### src/sv/assert_macros.svh
// assertion helpers used by the decoder rtl
`ifndef ASSERT_MACROS_SVH
`define ASSERT_MACROS_SVH

// property must hold at every clock edge outside reset
`define EBLD_ASSERT(label, clk, rst, prop, msg) \
   label: assert property (@(posedge clk) disable iff (rst) (prop)) else $error(msg);

// expression must never be true outside reset
`define EBLD_NEVER(label, clk, rst, expr, msg) \
   label: assert property (@(posedge clk) disable iff (rst) !(expr)) else $error(msg);

`endif

### src/sv/ebld_pkg.sv
// ----------------------------------------------------------------------------
// ebld_pkg
// constants and types of the escape-byte lz decoder
// ----------------------------------------------------------------------------
`timescale 1ns / 1ps
`default_nettype none

package ebld_pkg;

   localparam int BYTE_W      = 8;
   localparam int HIST_DEPTH  = 256;
   localparam int HIST_AW     = $clog2(HIST_DEPTH);
   localparam int FILL_BW     = HIST_AW + 1;
   localparam int BEAT_BYTES  = 4;
   localparam int FILL_W      = $clog2(BEAT_BYTES);
   localparam int COUNT_W     = 3;
   localparam int LEN_W       = BYTE_W;

   typedef logic [BYTE_W-1:0]  byte_type;
   typedef logic [HIST_AW-1:0] hist_addr_type;
   typedef byte_type           beat_type [BEAT_BYTES];

endpackage

`default_nettype wire

### src/sv/escape_byte_lz_decoder.sv
// ----------------------------------------------------------------------------
// escape_byte_lz_decoder
// lzss-style decoder with escape-byte tokens and a 256-byte history
// ----------------------------------------------------------------------------
`timescale 1ns / 1ps
`default_nettype none
`include "assert_macros.svh"

// Takes compressed bytes one per item on the req_ channel and returns decoded
// bytes in beats of up to four on the rsp_ channel. A byte other than the
// escape byte (csr_escape_byte, written while idle) is a literal and gives one
// beat of one byte in the cycle after it is taken. Escape then escape gives a
// literal escape byte. Escape, distance d, length L copies L bytes from d back
// (d-1 back when d is above the escape byte); a zero or too large distance
// gives a single error beat, length zero gives nothing. Escape and distance
// bytes give no beat. The history sits in one synchronous memory whose
// single read port delivers one byte per cycle while rsp_ does not stall,
// with the byte just written forwarded for distance one, and the block takes
// no new item until the last byte of the copy is in the output register.
// Stalls on rsp_ pause the copy. frame_end resets the parser and the history
// position after the byte is handled. The history has no clearing pass after
// reset; the distance check keeps copies off unwritten entries.
module escape_byte_lz_decoder (
   input  wire                          clock,
   input  wire                          reset,
   // compressed input
   input  wire                          req_valid,
   output logic                         req_stall,
   input  wire  [ebld_pkg::BYTE_W-1:0]  req_in_byte,
   input  wire                          req_frame_end,
   // decoded beats
   output logic                         rsp_valid,
   input  wire                          rsp_stall,
   output logic [ebld_pkg::BYTE_W-1:0]  rsp_out_byte0,
   output logic [ebld_pkg::BYTE_W-1:0]  rsp_out_byte1,
   output logic [ebld_pkg::BYTE_W-1:0]  rsp_out_byte2,
   output logic [ebld_pkg::BYTE_W-1:0]  rsp_out_byte3,
   output logic [ebld_pkg::COUNT_W-1:0] rsp_byte_count,
   output logic                         rsp_last_of_run,
   output logic                         rsp_bad_distance,
   // escape byte register
   input  wire                          csr_valid,
   output logic                         csr_ready,
   input  wire  [ebld_pkg::BYTE_W-1:0]  csr_escape_byte
);

   // parser phases
   localparam logic [1:0] PH_PLAIN = 2'd0;   // expects a plain byte
   localparam logic [1:0] PH_ESC   = 2'd1;   // follows an escape
   localparam logic [1:0] PH_LEN   = 2'd2;   // distance held, waits for length

   // history memory
   ebld_pkg::byte_type hist_mem [ebld_pkg::HIST_DEPTH];
   ebld_pkg::byte_type rdata_ff;

   // parser and history position
   logic [1:0]                      phase_ff, phase_in;
   ebld_pkg::byte_type              esc_ff, esc_in;
   ebld_pkg::byte_type              held_ff, held_in;
   ebld_pkg::hist_addr_type         wp_ff, wp_in;
   logic [ebld_pkg::FILL_BW-1:0]    bw_ff, bw_in;

   // copy engine
   logic                            busy_ff, busy_in;
   logic                            fe_pend_ff, fe_pend_in;
   ebld_pkg::hist_addr_type         rd_ptr_ff, rd_ptr_in;
   logic [ebld_pkg::LEN_W-1:0]      issue_left_ff, issue_left_in;
   logic [ebld_pkg::LEN_W-1:0]      cons_left_ff, cons_left_in;
   logic                            s2_valid_ff, s2_valid_in;
   logic                            fwd_ff, fwd_in;
   ebld_pkg::byte_type              wbyte_ff, wbyte_in;
   logic [ebld_pkg::FILL_W-1:0]     fill_ff, fill_in;
   ebld_pkg::beat_type              beat_ff, beat_in;

   // output register
   logic                            rsp_valid_ff, rsp_valid_in;
   ebld_pkg::beat_type              rsp_bytes_ff, rsp_bytes_in;
   logic [ebld_pkg::COUNT_W-1:0]    rsp_count_ff, rsp_count_in;
   logic                            rsp_last_ff, rsp_last_in;
   logic                            rsp_bad_ff, rsp_bad_in;

   // datapath decode
   logic                            out_free;
   logic                            req_accept;
   logic                            is_esc;
   ebld_pkg::byte_type              dist_eff;
   logic                            dist_bad;
   ebld_pkg::byte_type              copy_byte;
   logic                            completes;
   logic                            consume;
   logic                            issue;
   logic                            last_byte;
   logic                            lit;
   logic                            len_tok;
   logic                            err;
   logic                            start;
   logic                            mem_we;
   ebld_pkg::byte_type              mem_wdata;

   // handshakes: output register frees when empty or being taken
   assign out_free   = !rsp_valid_ff || !rsp_stall;
   assign req_stall  = busy_ff || !out_free;
   assign req_accept = req_valid && !req_stall;
   assign csr_ready  = !busy_ff;

   // token decode
   assign is_esc   = (req_in_byte == esc_ff);
   assign dist_eff = (held_ff > esc_ff) ? held_ff - 8'd1 : held_ff;
   assign dist_bad = (dist_eff == '0) ||
                     (ebld_pkg::FILL_BW'(dist_eff) > bw_ff);

   assign lit     = req_accept && (((phase_ff == PH_PLAIN) && !is_esc) ||
                                   ((phase_ff == PH_ESC) && is_esc));
   assign len_tok = req_accept && (phase_ff == PH_LEN);
   assign err     = len_tok && (req_in_byte != '0) && dist_bad;
   assign start   = len_tok && (req_in_byte != '0) && !dist_bad;

   // copy pipeline: read issue, then consume (write back and pack into beat)
   assign copy_byte = fwd_ff ? wbyte_ff : rdata_ff;
   assign last_byte = (cons_left_ff == ebld_pkg::LEN_W'(1));
   assign completes = (fill_ff == ebld_pkg::FILL_W'(ebld_pkg::BEAT_BYTES - 1)) || last_byte;
   assign consume   = s2_valid_ff && (!completes || out_free);
   assign issue     = busy_ff && (issue_left_ff != '0) && (!s2_valid_ff || consume);

   // single write port shared by literals and copies, never both at once
   assign mem_we    = lit || consume;
   assign mem_wdata = lit ? req_in_byte : copy_byte;

   always_ff @(posedge clock) begin
      if (mem_we) begin
         hist_mem[wp_ff] <= mem_wdata;
      end
      if (issue) begin
         rdata_ff <= hist_mem[rd_ptr_ff];
      end
   end

   always_comb begin
      phase_in      = phase_ff;
      esc_in        = esc_ff;
      held_in       = held_ff;
      wp_in         = wp_ff;
      bw_in         = bw_ff;
      busy_in       = busy_ff;
      fe_pend_in    = fe_pend_ff;
      rd_ptr_in     = rd_ptr_ff;
      issue_left_in = issue_left_ff;
      cons_left_in  = cons_left_ff;
      s2_valid_in   = s2_valid_ff;
      fwd_in        = fwd_ff;
      wbyte_in      = wbyte_ff;
      fill_in       = fill_ff;
      beat_in       = beat_ff;

      if (csr_valid && csr_ready) begin
         esc_in = csr_escape_byte;
      end

      // parser
      if (req_accept) begin
         case (phase_ff)
            PH_PLAIN: begin
               phase_in = is_esc ? PH_ESC : PH_PLAIN;
            end
            PH_ESC: begin
               if (is_esc) begin
                  phase_in = PH_PLAIN;
               end else begin
                  phase_in = PH_LEN;
                  held_in  = req_in_byte;
               end
            end
            PH_LEN: begin
               phase_in = PH_PLAIN;
            end
            default: begin
               phase_in = PH_PLAIN;
            end
         endcase
         if (req_frame_end) begin
            phase_in = PH_PLAIN;
            held_in  = '0;
         end
      end

      // history position advances with every byte written
      if (mem_we) begin
         wp_in = wp_ff + 1'b1;
         if (bw_ff != ebld_pkg::FILL_BW'(ebld_pkg::HIST_DEPTH)) begin
            bw_in = bw_ff + 1'b1;
         end
      end

      // copy start
      if (start) begin
         busy_in       = 1'b1;
         fe_pend_in    = req_frame_end;
         rd_ptr_in     = wp_ff - ebld_pkg::HIST_AW'(dist_eff);
         issue_left_in = req_in_byte;
         cons_left_in  = req_in_byte;
         fill_in       = '0;
      end

      // read issue; forward when the read hits the entry written this cycle
      if (issue) begin
         rd_ptr_in     = rd_ptr_ff + 1'b1;
         issue_left_in = issue_left_ff - 1'b1;
         s2_valid_in   = 1'b1;
         fwd_in        = consume && (rd_ptr_ff == wp_ff);
      end else if (consume) begin
         s2_valid_in = 1'b0;
      end

      if (consume) begin
         wbyte_in     = copy_byte;
         cons_left_in = cons_left_ff - 1'b1;
         if (completes) begin
            fill_in = '0;
         end else begin
            beat_in[fill_ff] = copy_byte;
            fill_in          = fill_ff + 1'b1;
         end
         if (last_byte) begin
            busy_in = 1'b0;
         end
      end

      // frame end: right away unless the byte starts a copy, after a copy at its last byte
      if (req_accept && req_frame_end && !start) begin
         wp_in = '0;
         bw_in = '0;
      end
      if (consume && last_byte && fe_pend_ff) begin
         wp_in = '0;
         bw_in = '0;
      end
   end

   // output register load
   always_comb begin
      int k;
      rsp_valid_in = rsp_valid_ff;
      rsp_bytes_in = rsp_bytes_ff;
      rsp_count_in = rsp_count_ff;
      rsp_last_in  = rsp_last_ff;
      rsp_bad_in   = rsp_bad_ff;

      if (rsp_valid_ff && !rsp_stall) begin
         rsp_valid_in = 1'b0;
      end

      if (lit) begin
         rsp_valid_in = 1'b1;
         for (k = 0; k < ebld_pkg::BEAT_BYTES; k++) begin
            rsp_bytes_in[k] = '0;
         end
         rsp_bytes_in[0] = req_in_byte;
         rsp_count_in    = ebld_pkg::COUNT_W'(1);
         rsp_last_in     = 1'b1;
         rsp_bad_in      = 1'b0;
      end else if (err) begin
         rsp_valid_in = 1'b1;
         for (k = 0; k < ebld_pkg::BEAT_BYTES; k++) begin
            rsp_bytes_in[k] = '0;
         end
         rsp_count_in = '0;
         rsp_last_in  = 1'b1;
         rsp_bad_in   = 1'b1;
      end else if (consume && completes) begin
         rsp_valid_in = 1'b1;
         for (k = 0; k < ebld_pkg::BEAT_BYTES; k++) begin
            if (ebld_pkg::FILL_W'(k) < fill_ff) begin
               rsp_bytes_in[k] = beat_ff[k];
            end else if (ebld_pkg::FILL_W'(k) == fill_ff) begin
               rsp_bytes_in[k] = copy_byte;
            end else begin
               rsp_bytes_in[k] = '0;
            end
         end
         rsp_count_in = ebld_pkg::COUNT_W'(fill_ff) + 1'b1;
         rsp_last_in  = last_byte;
         rsp_bad_in   = 1'b0;
      end
   end

   // control registers
   always_ff @(posedge clock) begin
      if (reset) begin
         phase_ff      <= PH_PLAIN;
         esc_ff        <= '0;
         held_ff       <= '0;
         wp_ff         <= '0;
         bw_ff         <= '0;
         busy_ff       <= 1'b0;
         fe_pend_ff    <= 1'b0;
         issue_left_ff <= '0;
         cons_left_ff  <= '0;
         s2_valid_ff   <= 1'b0;
         fwd_ff        <= 1'b0;
         fill_ff       <= '0;
         rsp_valid_ff  <= 1'b0;
      end else begin
         phase_ff      <= phase_in;
         esc_ff        <= esc_in;
         held_ff       <= held_in;
         wp_ff         <= wp_in;
         bw_ff         <= bw_in;
         busy_ff       <= busy_in;
         fe_pend_ff    <= fe_pend_in;
         issue_left_ff <= issue_left_in;
         cons_left_ff  <= cons_left_in;
         s2_valid_ff   <= s2_valid_in;
         fwd_ff        <= fwd_in;
         fill_ff       <= fill_in;
         rsp_valid_ff  <= rsp_valid_in;
      end
   end

   // payload registers
   always_ff @(posedge clock) begin
      rd_ptr_ff    <= rd_ptr_in;
      wbyte_ff     <= wbyte_in;
      beat_ff      <= beat_in;
      rsp_bytes_ff <= rsp_bytes_in;
      rsp_count_ff <= rsp_count_in;
      rsp_last_ff  <= rsp_last_in;
      rsp_bad_ff   <= rsp_bad_in;
   end

   assign rsp_valid        = rsp_valid_ff;
   assign rsp_out_byte0    = rsp_bytes_ff[0];
   assign rsp_out_byte1    = rsp_bytes_ff[1];
   assign rsp_out_byte2    = rsp_bytes_ff[2];
   assign rsp_out_byte3    = rsp_bytes_ff[3];
   assign rsp_byte_count   = rsp_count_ff;
   assign rsp_last_of_run  = rsp_last_ff;
   assign rsp_bad_distance = rsp_bad_ff;

   // checks
   `EBLD_ASSERT(a_busy_blocks_input, clock, reset, busy_ff |-> req_stall, "item taken during copy")
   `EBLD_NEVER(a_one_write_port, clock, reset, lit && consume, "literal and copy write collide")
   `EBLD_ASSERT(a_error_beat_shape, clock, reset, (rsp_valid_ff && rsp_bad_ff) |-> ((rsp_count_ff == '0) && rsp_last_ff), "malformed error beat")
   `EBLD_ASSERT(a_copy_ends, clock, reset, (consume && last_byte) |=> !busy_ff, "copy engine did not stop")

endmodule

`default_nettype wire

### config.mk
export PLATFORM = sky130hd
export DESIGN_NAME = escape_byte_lz_decoder
export DESIGN_NICKNAME = d
export VERILOG_FILES = /design/src/sv/ebld_pkg.sv /design/src/sv/escape_byte_lz_decoder.sv
export VERILOG_INCLUDE_DIRS = /design/src /design/src/sv
export SDC_FILE = /design/constraint.sdc
export NUM_CORES = 2
export LEC_CHECK = 0
export ABC_AREA = 1
export CAP_MARGIN = 40
export CORE_ASPECT_RATIO = 1.1
export CORE_MARGIN = 8
export CORE_UTILIZATION = 25
export CTS_BUF_LIST = sky130_fd_sc_hd__clkbuf_8 sky130_fd_sc_hd__clkbuf_16
export DETAILED_ROUTE_END_ITERATION = 6
export DONT_BUFFER_PORTS = 1
export SLEW_MARGIN = 20
export SYNTH_ARGS = -nofsm -noshare
export SYNTH_HDL_FRONTEND = slang
export SYNTH_SLANG_ARGS = --single-unit
### constraint.sdc
create_clock -name clock -period 22.6 [get_ports clock]
set_input_delay 4.52 -clock clock [delete_from_list [all_inputs] [get_ports clock]]
set_output_delay 4.52 -clock clock [all_outputs]
set_load 0.02 [all_outputs]
==> results.json <==
{
  "synth_top_family_by_area": "compound AO/OA/AOI/OAI gates",
  "powerDensity_nw_per_um2": 83.7,
  "post_cts.repair.setup_buffers": 0,
  "hold_path.class": "register to register",
  "holdPathEnd": "fe_pend_ff",
  "fin_crit_sh_pct": 41.4,
  "r2r_slack_ns": 17.21,
  "io_buffers": 0,
  "postSynth.asyncResetShare_pct": 0,
  "critPathMaxStageDelay_ns": 0.21,
  "vias": 58800,
  "power_frac_seq_pct": 53.1,
  "worstHoldStart": "fe_pend_ff",
  "fp.dieArea_sq_um": 374000,
  "top_regs": "hist_mem: 2048 flops, beat_ff: 24 flops, bw_ff: 9 flops",
  "grt_pass1_wl_mm": 377,
  "slew_violations": 0,
  "grt_setup_unrepaired": "false",
  "multi_input_area_sq_um": 20900,
  "p_sw_share_pct": 21.4,
  "synth_nets": 7166,
  "fp.dieH_um": 640,
  "ys_seq_area_share_pct": 73.3,
  "finish.utilization_pct": 28.7,
  "cts_hold_buf": 0,
  "grt_overflow": 0,
  "ys_types": 48,
  "area_growth_pct": 14.6,
  "crit_top_cell": "nand2_1",
  "viasPerCell": 4.95,
  "cts.clk_slew.worst_paths_ns": 0.06,
  "grt_pass1_vias": 57200,
  "final_layout_size_suffix_gt1_share_pct": 7.43,
  "coreArea_sq_um": 353000,
  "timing.fmax_mhz": 107,
  "r2r_end": "rdata_ff[6]",
  "cts_tree": "done",
  "p_int_mw": 6.68,
  "dpl_cell_area_sq_um": 93800,
  "synth.area.mux_share_pct": 0,
  "cts.htree.levels": 4,
  "worstMarginPinSlew_ns": 1.02,
  "slew-limit-headroom_pct": 32.2,
  "nets": 7021,
  "drt_first_pass_iters": 6,
  "hold_depth": 2,
  "setup_violations": 0,
  "synth-main-ff-cell": "edfxtp_1",
  "antenna_found_initial": 7,
  "ant_nets": 0,
  "p_leak_nw": 31.6,
  "worstPathRequired_ns": 18.08,
  "wl_per_cell_um": 21.7,
  "crit_path_start_kind": "primary input",
  "cp_cell_sequence": "nand2_1 > nand2_1",
  "grtUsageTotal_pct": 13.2,
  "syn_inst": 7104,
  "fin_worst_skew_ns": 0.0321,
  "fin_area_sq_um": 102000,
  "pwr-share-clk_pct": 43.4,
  "cp_top_family": "simple AND/OR/NAND/NOR gates",
  "rows": 229,
  "cts_buffer_depth": 3,
  "critPathArrivalTime_ns": 4.83,
  "final-hold-violation-count": 0,
  "drc": 0,
  "maxCapViolCount": 0,
  "initial_core_util_pct": 25.1,
  "cpMaxStageDelayCell": "nand2_1",
  "largest_reg_flops": 2048,
  "switching_power_mw": 1.82,
  "post_cts_resized": 0,
  "outcome": "completed",
  "synth-seq-cells": 2191,
  "r2r_cells": 16,
  "crit_buf_inv": 0,
  "top_register": "hist_mem",
  "root_buffer": "clkbuf_16",
  "regArea_sq_um": 64900,
  "netlist_area_sq_um": 88600,
  "synth_compound_area_share_pct": 11.9,
  "critPathCaptureType": "output pin",
  "nFillCells": 35500,
  "comb_power_share_pct": 3.5,
  "synthAdderAreaFrac_pct": 0.573,
  "yosysWarnings": 0,
  "synth_edf_count": 2104,
  "yosys.area_share.simple_pct": 10.6,
  "critPathMaxFanout": 4,
  "ir_drop_mv": 0.0687,
  "grt_max_degree": 201,
  "routed_wl_mm": 258,
  "synthXorXnorAreaFrac_pct": 0.336,
  "clk_latency_ns": 0.86,
  "die_w_um": 584,
  "timing.rr.start": "rd_ptr_ff[0]",
  "fin_tns_setup_ns": 0,
  "crit_type": "primary input to output pin",
  "holdWs_ns": 0.471,
  "avgSynthCellArea_sq_um": 12.5,
  "numCtsBuffers": 214,
  "period_minus_slack_ns": 9.35,
  "post-dp-hpwl_mm": 155,
  "drt_iter0_markers": 8097,
  "io_pins": 62,
  "cts.sinks": 2191,
  "gp_congestion": 0.894
}
[cells in the mapped netlist, types with 2 or more instances]
cell,n,area (sq um)
nor2_1,1415,5310
o21a_1,2,15.0
a22oi_1,12,90.1
edfxtp_1,2104,63200
o221ai_1,175,1530
nor2_2,14,87.6
nand4_1,27,169
nor3_1,8,40.0
buf_2,174,871
buf_1,18,67.6
nand2_1,507,1900
nand2_2,9,56.3
nand2_4,2,22.5
buf_6,14,158
clkbuf_1,271,1020
ha_1,39,488
o22ai_1,310,1940
buf_4,23,173
o21ai_0,1094,5480
nand3_2,5,50.1
dfxtp_1,87,1740
inv_1,158,593
nor4_1,4,25.0
xor2_1,23,201
nand3_1,326,1630
o21ai_1,2,10.0
inv_4,2,12.5
clkinv_1,2,7.51
xnor2_1,11,96.3
a21oi_1,155,776
inv_2,3,11.3
or2_2,6,37.5
o211ai_1,86,646
a31oi_1,2,12.5
[power by group through the flow]
stage          sequential, mW  clock, mW  combinational, mW
4_1_cts                  4.51       3.74              0.296
2_1_floorplan            4.67          0              0.138
5_1_grt                  4.51       3.88              0.320
6_report                 4.51       3.69              0.298
3_3_place_gp             4.60          0              0.284
3_5_place_dp             4.60          0              0.294
[worst max path at each step]
stage | start | endpoint | slack (ns) | cells after the start
after detailed placement | rsp_stall | req_stall | 13.24 | 2
after floorplan | req_in_byte[2] | hist_mem[0][7] | 5.03 | 10
final | rsp_stall | req_stall | 13.25 | 2
after CTS | rsp_stall | req_stall | 13.23 | 2
after global placement | req_in_byte[2] | hist_mem[116][3] | 13.18 | 14
after global routing | rsp_stall | req_stall | 13.20 | 2
[stage by stage]
stage / power [mW] / setup WS [ns] / std cells
3_3_place_gp: 4.88 / 13.18 / 11400
6_report: 8.50 / 13.25 / 11900
5_1_grt: 8.70 / 13.20 / 11900
3_5_place_dp: 4.89 / 13.24 / 11500
2_1_floorplan: 4.81 / 5.03 / 7104
4_1_cts: 8.54 / 13.23 / 11900
[cell families after synthesis]
kind of cell / after synthesis
AOI/OAI and AO/OA: 1845
xor gates and xnor gates: 34
buffers and inverters: 665
adders and majority gates: 40
DFF: 2191
and+or+nand+nor: 2329
[cell usage in the layout, fill, tap and decap left out, drive strengths merged, types with 27 or more instances in the layout]
| master | count |
|---|---|
| edfxtp | 2104 |
| nor2 | 1429 |
| o21ai | 1096 |
| nand2 | 518 |
| nand3 | 332 |
| o22ai | 310 |
| clkbuf | 220 |
| inv | 209 |
| o221ai | 175 |
| a21oi | 156 |
| buf | 139 |
| clkinv | 94 |
| dfxtp | 87 |
| o211ai | 86 |
| ha | 39 |
| bufinv | 31 |
| nand4 | 27 |
[layout make-up]
| class | instances | share of cell area (%) |
|---|---|---|
| tap | 4735 | 5.84 |
| clock buffer | 220 | 5.39 |
| antenna | 4 | 0.00986 |
| sequential | 2191 | 64.0 |
| timing repair buffer | 139 | 1.78 |
| multi-input combinational | 4248 | 20.6 |
| inverter | 165 | 0.643 |
| clock inverter | 184 | 1.82 |
[metal layers]
layer	global-route usage, %	vias up	routed length, um
met5	0	-	9
met1	17.5	29100	104000
li1	-	25900	-
met2	21.1	3210	118000
met3	2.61	549	24800
met4	5.32	2	10200
Power figures use the tool's default switching activity.
